<file path="src/design/cmdf_pkg.sv">
// Package for the complex mixer and decimating FIR block.
// Holds shared constants, the sequencer state type and the cell control struct.
// No dependencies.
package cmdf_pkg;

  localparam int DEF_MAX_TAPS      = 64;
  localparam int DEF_SAMPLE_BITS   = 16;
  localparam int DEF_LUT_ADDR_BITS = 10;

  localparam int COEFF_BITS  = 18;
  localparam int CINDEX_BITS = 6;
  localparam int CFG_W       = 32;
  localparam int CFG_ADDR_W  = 2;

  // Configuration register indexes.
  localparam logic [CFG_ADDR_W-1:0] REG_PHASE_STEP = 2'd0;
  localparam logic [CFG_ADDR_W-1:0] REG_DECIMATION = 2'd1;
  localparam logic [CFG_ADDR_W-1:0] REG_TAP_COUNT  = 2'd2;

  // Action codes carried in tuser.
  localparam logic ACT_SAMPLE = 1'b0;
  localparam logic ACT_LOAD   = 1'b1;

  // Quarter-wave sine polynomial constants, Q16.
  localparam logic [16:0] POLY_A = 17'd102944;
  localparam logic [15:0] POLY_B = 16'd42047;
  localparam logic [12:0] POLY_C = 13'd4639;

  typedef enum logic [3:0] {
    ST_IDLE,
    ST_SQ,
    ST_T1,
    ST_T2,
    ST_SIN,
    ST_MIX1,
    ST_MIX2,
    ST_ROT,
    ST_DRAIN,
    ST_ROUND
  } cmdf_state_t;

  typedef struct packed {
    logic shift;
    logic rotate;
  } cell_ctl_t;

endpackage

</file>
<file path="src/design/cmdf_cell.sv">
// One cell of the delay-line ring: a complex sample and one coefficient.
// Depends on cmdf_pkg.
module cmdf_cell import cmdf_pkg::*; #(
  parameter int SAMPLE_BITS = DEF_SAMPLE_BITS
) (
  input  logic                          clk,
  input  logic                          rst_n,
  input  cell_ctl_t                     ctl,
  input  logic                          load_en,
  input  logic signed [COEFF_BITS-1:0]  load_val,
  input  logic signed [SAMPLE_BITS-1:0] shift_in_i,
  input  logic signed [SAMPLE_BITS-1:0] shift_in_q,
  input  logic signed [SAMPLE_BITS-1:0] rot_in_i,
  input  logic signed [SAMPLE_BITS-1:0] rot_in_q,
  input  logic signed [COEFF_BITS-1:0]  rot_in_c,
  output logic signed [SAMPLE_BITS-1:0] d_i,
  output logic signed [SAMPLE_BITS-1:0] d_q,
  output logic signed [COEFF_BITS-1:0]  c
);

  logic signed [SAMPLE_BITS-1:0] d_i_r, d_i_nxt, d_q_r, d_q_nxt;
  logic signed [COEFF_BITS-1:0]  c_r, c_nxt;

  // During a rotation sample and coefficient travel together, so after a full
  // turn every cell holds its own contents again.
  always_comb begin
    d_i_nxt = d_i_r;
    d_q_nxt = d_q_r;
    c_nxt   = c_r;
    if (ctl.rotate) begin
      d_i_nxt = rot_in_i;
      d_q_nxt = rot_in_q;
      c_nxt   = rot_in_c;
    end else if (ctl.shift) begin
      d_i_nxt = shift_in_i;
      d_q_nxt = shift_in_q;
    end else if (load_en) begin
      c_nxt = load_val;
    end
  end

  always_ff @(posedge clk) begin
    if (!rst_n) begin
      d_i_r <= '0;
      d_q_r <= '0;
      c_r   <= '0;
    end else begin
      d_i_r <= d_i_nxt;
      d_q_r <= d_q_nxt;
      c_r   <= c_nxt;
    end
  end

  assign d_i = d_i_r;
  assign d_q = d_q_r;
  assign c   = c_r;

endmodule

</file>
<file path="config.mk">
export PLATFORM = sky130hd
export DESIGN_NAME = cmdf_cell
export DESIGN_NICKNAME = d
export VERILOG_FILES = /design/src/design/cmdf_pkg.sv /design/src/design/cmdf_cell.sv
export SDC_FILE = /design/constraint.sdc
export NUM_CORES = 1
export LEC_CHECK = 0
export BUFFER_PORTS_ARGS = -buffer_cell sky130_fd_sc_hd__buf_4
export CAP_MARGIN = 30
export CORE_UTILIZATION = 36
export DETAILED_ROUTE_END_ITERATION = 10
export GPL_TIMING_DRIVEN = 0
export HOLD_SLACK_MARGIN = 0.05
export PLACE_DENSITY = 0.84
export SYNTH_ARGS = -nofsm -noshare
export SYNTH_HDL_FRONTEND = slang
export SYNTH_SLANG_ARGS = --single-unit
export TNS_END_PERCENT = 5
</file>
<file path="constraint.sdc">
create_clock -name clk -period 1.1 [get_ports clk]
set_clock_uncertainty 0.05 [all_clocks]
set_input_delay 0.22 -clock clk [delete_from_list [all_inputs] [get_ports clk]]
set_output_delay 0.22 -clock clk [all_outputs]
set_load 0.05 [all_outputs]
</file>
==> Yosys cells after proc, flatten, opt, wreduce, memory -nomap -nowiden <==
Index checks and enable logic that the tools add are counted.
{ "word_totals": {"register_bits": 50, "inputBits": 105, "wordCells": 14, "out_inout_bits": 50} }
{ "classes": {"reduce_logical": 3, "eq_ne": 1, "mux": 7} }
{ "op_table": {"columns": ["operator", "n"], "rows": [
  ["two-way mux 16 bit", 4],
  ["two-way mux 18 bit", 3],
  ["nonzero test 2 bit", 2],
  ["!= test 2 bit (second input constant)", 1],
  ["AND reduction 2 bit", 1]
]} }

==> Depth between registers and ports, before layout <==
Gate-level depths: netlist (run 1).
{ "depth": {"depth_word": 3, "ltp_mapped": 6, "mapped_depth_nobuf": 3} }

==> Worst setup path before layout (run 1) <==
OpenSTA, ideal clock, no wires.
{ "synth_path": {"path_kind": "input -> register", "from": "in ctl[1] in the netlist's numbering", "to": "reg c_r[10] (netlist: c[10])", "arrival_ns": 0.961, "n_path_buf": 3, "path_stages": 6, "setup_time_ns": 0.133, "slack_ns": -0.044, "path_cell_list": "buf_6 > nor2b_4 > buf_6 > buf_12 > mux2i_1 > a21oi_1"} }
{ "synth_between": {"elab_chain_cells": 2} }
{ "synth_lines": {"columns": ["element", "line_no", "text"], "rows": [
  ["start: declaration", "cmdf_cell.sv:8", "input cell_ctl_t ctl,"],
  ["!= test 2 bit (no line)", null, null],
  ["AND reduction 2 bit (no line)", null, null],
  ["end signal: assignment", "cmdf_cell.sv:50", "c_r <= c_nxt;"],
  ["end: declaration", "cmdf_cell.sv:22", "logic signed [COEFF_BITS-1:0] c_r, c_nxt;"]
]} }
No other way between the ends.
A chain may end at the register's enable or synchronous reset.

==> Worst setup path after layout (run 1) <==
{ "layout_path": {"from": "reg d_i_r[11] (netlist: d_i[11])", "to": "out d_i[11]"} }
{ "layout_lines": {"columns": ["element", "line_no", "text"], "rows": [
  ["start: declaration", "cmdf_cell.sv:21", "logic signed [SAMPLE_BITS-1:0] d_i_r, d_i_nxt, d_q_r, d_q_nxt;"],
  ["start signal: assignment", "cmdf_cell.sv:48", "d_i_r <= d_i_nxt;"],
  ["end: declaration", "cmdf_cell.sv:16", "output logic signed [SAMPLE_BITS-1:0] d_i,"]
]} }
No word-level cell between the ends.

==> metrics, run 1 <==
largest family of logic cells by synthesized area compound AO/OA/AOI/OAI gates; I/O Pins 155; # DRC 0; core area 5610 sq um; adder-cell share of the synthesized area 0%; CTS Buf Count 5; synth unique cells 10; max-slew violations 0; Rel. slew slack 68.8%; FF-to-FF End d_q[1]$_SDFFE_PN0P_; CTS tree done; share of cells above drive strength 1 56.9%; Clk Latency, worst-skew pair 290 ps; crit path buf inv count 1; cell-by-cell listing of the critical path buf_8; Final Cycle Share 97.8%; Worst Path Max Fanout 2; vias after detailed routing 2,289; DRT Wirelength 6770 um; area grow syn2layout 77.3%; Layout Cells excl Fill 455; clk sinks 50; mux contribution to synthesized area 23.4%; largest net degree at the start of global routing 15; Power Internal 3.32 mW; GR Overflow Total 0; status finished clean; clock network power share 25.4%; First-pass DRT Iterations 4; Final Hold Viols 0; first-pass GRT wire length 10,000 um; sequential share of the synthesized area 46.8%; Clock Tree Buf Depth 2; number of global-route vias before repair 2,271; maximum vdd ir drop 613 uV; Psw 1.52 mW; cells after synthesis 223; max-cap violations 0; DR iter-0 viols 101; Post-CTS Setup Inserts 0; slowest stage cell, crit path dfxtp_2; fill count 452; placed instance count 447; XOR/XNOR share of the synthesized area 0%; DR WL/cell 14.9 um; fin nets 487; switching share of power 31.4%; Max Freq 929 MHz; cell count of the worst hold path 3; Die Span X 79.1 um; IO Port Bufs 152; RD Place Congestion 0.755; leakage power 1.75 nW; fin area 3800 sq um; clock edge transition at the registers on the reported setup and hold paths 90 ps; placed cell areas 3380 sq um; top-area cell type share of the netlist area 46.8%; RSZ-0062 raised after global routing true; initial antenna violation count 0; vias per inst 5.03; Die ar. 6260 sq um; Synth Register Bits 50; row cnt 27; Cell Area, Synth 2140 sq um; Synth Area in Simple Gates 0.643%; CP peak stage delay 360 ps; ANT nets after route 0; worst r2r src d_q[1]$_SDFFE_PN0P_; hold endpoint d_i[8]$_SDFFE_PN0P_; post-DP HPWL 4910 um; Ys Warns 0; CP Class register to output port; reg2reg path depth 2; starting density of the core 38.2%; GRT Total Usage 20.6%; setup TNS 0 ps; Worst Min Path Start rot_in_i[8]; Final min period 1080 ps; H-Tree Depth 2; chip height 79.1 um; Startpoint Class register; Comb pwr share 31.5%; Final setup violation count 0; crit path DAT 810 ps; diodes inserted 0; PD cells 1270 nW/um^2; Req. time, crit path 830 ps; Net Count, Synth 328; root buffer selected by CTS clkbuf_8; Synth Area per Inst 9.60 sq um; Hold Crit Class input pin to register; Worst setup EP type output port; Worst-Margin Slew 467 ps; R2R Setup Slk 320 ps; Synth Area in Compound Gates 23.4%; fraction of power consumed by sequential logic 43.1%; Yosys top cell by area dfxtp_1; CTS Hold Bufs 0; ranking of synthesized cells by area dfxtp_1 (47%), mux2i_1 (23%), a21oi_1 (12%), o21ai_0 (12%), clkbuf_1 (2.6%); Top delay family on crit path flip-flops
power by group through the flow:
stage,Sequential (mW),Combinational [mW],Clock [mW]
after floorplan,2.54,0.347,0
after global placement,2.05,1.38,0
after detailed placement,2.06,1.40,0
after CTS,2.06,1.49,1.26
after global routing,2.10,1.61,1.34
final,2.08,1.52,1.23
layout make-up:
class,count,area [sq um],share of cell area (%)
Inverter,1,3.75,0.0989
Timing Repair Buffer,152,1390,36.6
Sequential cell,50,1060,28.0
Clock buffer,8,110,2.90
Buffer,21,125,3.30
Tap cell,72,90.1,2.37
Multi-Input combinational cell,151,1010,26.7
worst max path at each step:
stage                                     from                  to  slack (ps)  cells past startpoint
after floorplan                         ctl[1]   c[7]$_SDFFE_PN0P_         -30                      6
after global placement                  ctl[1]  c[13]$_SDFFE_PN0P_        -120                      6
after detailed placement                ctl[1]  c[11]$_SDFFE_PN0P_        -160                      6
after CTS                   c[11]$_SDFFE_PN0P_               c[11]          -4                      1
after global routing       d_q[9]$_SDFFE_PN0P_              d_q[9]         -10                      1
final                     d_i[11]$_SDFFE_PN0P_             d_i[11]          20                      1
state kept, by name, indices dropped and copies added (netlist names):
signal / count
d_q: 16
d_i: 16
c: 18
per-layer routing:
metal,vias up,part of all wire [%],global-route usage [%]
met5,-,0,0
met4,0,2.2,8.18
met1,1052,38,22.4
met3,12,6.7,6.21
li1,1124,-,-
met2,101,53,37.1
synth_stat cells:
library cell / n
o21ai_0: 50
clkbuf_1: 15
dfxtp_1: 50
nor2b_4: 1
buf_4: 3
inv_2: 1
buf_6: 2
mux2i_1: 50
a21oi_1: 50
buf_12: 1
worst register-to-register path, delay by kind of cell, from the launching register on:
family	cells	cell delay [ps]
flops	1	340
mux	1	160
compound gates	1	100
stage by stage:
stage	total power, mW	worst slack, ps	hold slack [ps]	util [%]
floorplan	2.88	-33.2	349	-
global placement	3.43	-121	436	60.2
detailed placement	3.46	-160	441	60.2
CTS	4.80	-3.70	122	66.0
global route	5.05	-12.3	143	67.7
finish	4.83	23.7	134	67.7
cell families after synthesis:
kind of cell,count (synthesis)
AOI/OAI and AO/OA,100
muxes,50
DFF,50
buffers and inverters,22
and+or+nand+nor,1
cells in the final DEF (no fill, tap or decap):
cell        n
nor2b_4     1
a21oi_1    50
clkbuf_8    8
dfxtp_2    50
buf_6      35
o21ai_0    50
buf_12      1
buf_8      17
inv_2       1
buf_4     105
clkbuf_1   15
mux2i_1    50
repair_timing:
action	CTS	global route
gates resized for setup	70	46
endpoints found under the hold margin	0	0
endpoints found under the setup margin	50	44
No activity file was read; power rests on OpenSTA's default activity.
==> run 2: changes to the inputs <==
--- a/config.mk
+++ b/config.mk
@@ -5,13 +5,15 @@
 export SDC_FILE = /design/constraint.sdc
 export NUM_CORES = 1
 export LEC_CHECK = 0
+export ABC_AREA = 1
 export BUFFER_PORTS_ARGS = -buffer_cell sky130_fd_sc_hd__buf_4
 export CAP_MARGIN = 30
-export CORE_UTILIZATION = 36
+export CORE_UTILIZATION = 39
 export DETAILED_ROUTE_END_ITERATION = 10
 export GPL_TIMING_DRIVEN = 0
 export HOLD_SLACK_MARGIN = 0.05
-export PLACE_DENSITY = 0.84
+export PLACE_DENSITY = 0.85
+export SLEW_MARGIN = 25
 export SYNTH_ARGS = -nofsm -noshare
 export SYNTH_HDL_FRONTEND = slang
 export SYNTH_SLANG_ARGS = --single-unit
==> run 2 against run 1 <==
Sequential share of layout area down 2.8 points. Utilization down 1.6 points. Power down 0.52%. Routed wire length up 15%. Largest cell class unchanged.
==> metrics, run 2 <==
status finished clean; # DRC 0; fill count 579; CTS Buf Count 5; Synth Area in Simple Gates 46.2%; RSZ-0062 raised after global routing true; Clk Latency, worst-skew pair 290 ps; Ys Warns 0; Cell Area, Synth 2580 sq um; leakage power 2.37 nW; number of enable flip-flop cells after synthesis 0; crit path DAT 820 ps; adder-cell share of the synthesized area 0%; GRT Total Usage 22.0%; initial antenna violation count 0; total power 4.81 mW; Largest register FFs 18; final hold slack 160 ps; Hold Crit Class input pin to register; Final Hold Viols 0; DR WL/cell 11.9 um; Worst Path Max Fanout 2; PD cells 1140 nW/um^2; Max Freq 920 MHz; pre-CTS setup slack -63.1 ps; number of global-route vias before repair 2,924; Primary FF master, synth dfxtp_1; cell-by-cell listing of the critical path buf_8; core area 6390 sq um; CP Class register to output port; Post-CTS Setup Inserts 0; share of cells above drive strength 1 40.7%; Die ar. 6950 sq um; row cnt 29; largest net degree at the start of global routing 15; top cells by count, synth nand2_1 (168), nand3_1 (82), dfxtp_1 (50), inv_1 (50), nor2_1 (36); Worst-Margin Slew 467 ps; vias after detailed routing 3,057; Rel. slew slack 68.9%; max-slew violations 0; Final min period 1090 ps; Final Cycle Share 98.8%; Final setup violation count 0; sequential share of the synthesized area 38.8%; Worst setup EP type output port; Clock Tree Buf Depth 2; Yosys top cell by area dfxtp_1; worst setup margin 13.2 ps; GR Overflow Total 0; Synth Area in Compound Gates 0.630%; maximum vdd ir drop 729 uV; H-Tree Depth 2; area grow syn2layout 63.3%; max-cap violations 0; most numerous cell in the Yosys netlist nand2_1; first-pass GRT wire length 12,500 um; XOR/XNOR share of the synthesized area 0%; Startpoint Class register; post-DP HPWL 5930 um; IO Port Bufs 151; Net Count, Synth 524; synth unique cells 15; mux contribution to synthesized area 0%; CP peak stage delay 370 ps; Top delay family on crit path flip-flops; DR iter-0 viols 59; I/O Pins 155; leading cell type in the layout, fill and taps excluded nand2_1; diodes inserted 0; largest family of logic cells by synthesized area simple AND/OR/NAND/NOR gates; RD Place Congestion 0.803; Die Span X 83.4 um; First-pass DRT Iterations 4; cells after synthesis 419; fin nets 682; Req. time, crit path 830 ps; most frequent cells in the layout nand2_1 (168), buf_4 (105), nand3_1 (82); CTS tree done; crit path buf inv count 1; starting density of the core 40.4%; DRT Wirelength 7800 um; Synth Area per Inst 6.16 sq um; clk sinks 50; vias per inst 4.67; top-area cell type share of the netlist area 38.8%; chip height 83.4 um; ANT nets after route 0; clock edge transition at the registers on the reported setup and hold paths 90 ps; Synth Register Bits 50; ys async rst share 0%; root buffer selected by CTS clkbuf_8; slowest stage cell, crit path dfxtp_2; ranking of synthesized cells by area dfxtp_1 (39%), nand2_1 (24%), nand3_1 (16%), inv_1 (7.3%), nor2_1 (5.2%)
[run 2: changes by cell type after synthesis, moves of 12 or more]
cell      before  now
mux2i_1       50    0
nand2_1        0  168
nor2_1         0   36
inv_1          0   50
o21ai_0       50    0
buf_2          0   13
a21oi_1       50    0
nand3_1        0   82
clkbuf_1      15    3
[run 2: layout make-up]
cell class | instances | area (sq um) | share of cell area (%)
plain buffers | 28 | 174 | 4.12
clock buffers | 7 | 86.3 | 2.05
clock inverters | 1 | 5.00 | 0.119
inverters | 52 | 198 | 4.69
multi-input cells | 289 | 1210 | 28.7
flip-flops and latches | 50 | 1060 | 25.2
well taps | 77 | 96.3 | 2.28
repair buffers | 151 | 1390 | 32.8
[run 2: through the flow]
stage / area, sq um / setup TNS (ps) / cells / utilization, %
after floorplan: 2580 / 0 / 419 / -
after global placement: 3810 / -533 / 647 / 59.7
after detailed placement: 3810 / -1150 / 647 / 59.7
after CTS: 4120 / -23.8 / 655 / 64.6
after global routing: 4220 / -194 / 655 / 66.0
final: 4220 / 0 / 655 / 66.0
[run 2: routing by layer]
layer  wire length [um]  vias to the layer above  global-route usage [%]
li1                   -                     1582                       -
met1               3110                     1325                    24.0
met2               3940                      128                    40.5
met3                490                       22                    5.17
met4                265                        0                    9.25
met5                  0                        -                       0
[run 2: what timing repair did]
| item | in CTS | in global routing |
|---|---|---|
| gates resized for setup | 75 | 42 |
| pin swaps | 0 | 0 |
| endpoints found under the hold margin | 0 | 0 |
| endpoints found under the setup margin | 50 | 38 |
| hold buffers | 0 | 0 |
| gates cloned | 0 | 0 |
[run 2: where the power goes]
part | internal [mW] | total, mW | switching, mW
sequential | 1.97 | 2.07 | 0.102
combinational | 0.718 | 1.64 | 0.923
clock | 0.509 | 1.10 | 0.587
total | 3.20 | 4.81 | 1.61
[run 2: cells by family after synthesis]
family                 Yosys count
flip-flops                      50
AND/OR/NAND/NOR                288
buffers and inverters           80
AO/OA/AOI/OAI                    1
[run 2: path summary, 6_finish.rpt]
| path | slack (ps) | endpoint | startpoint | depth (start not counted) |
|---|---|---|---|---|
| min reg2reg | 500 | d_q[15]$_SDFFE_PN0P_ | d_q[15]$_SDFFE_PN0P_ | 4 |
| min | 160 | d_i[8]$_SDFFE_PN0P_ | rot_in_i[8] | 5 |
| max | 10 | d_q[2] | d_q[2]$_SDFFE_PN0P_ | 1 |
| max reg2reg | 340 | c[5]$_SDFFE_PN0P_ | c[5]$_SDFFE_PN0P_ | 4 |
[run 2: worst reg2reg max path, cell delays in order, from the launching register on]
cell and delay [ps]:
dfxtp_2 360, inv_1 50, nand3_1 70, nand2_1 50, nor2_1 130
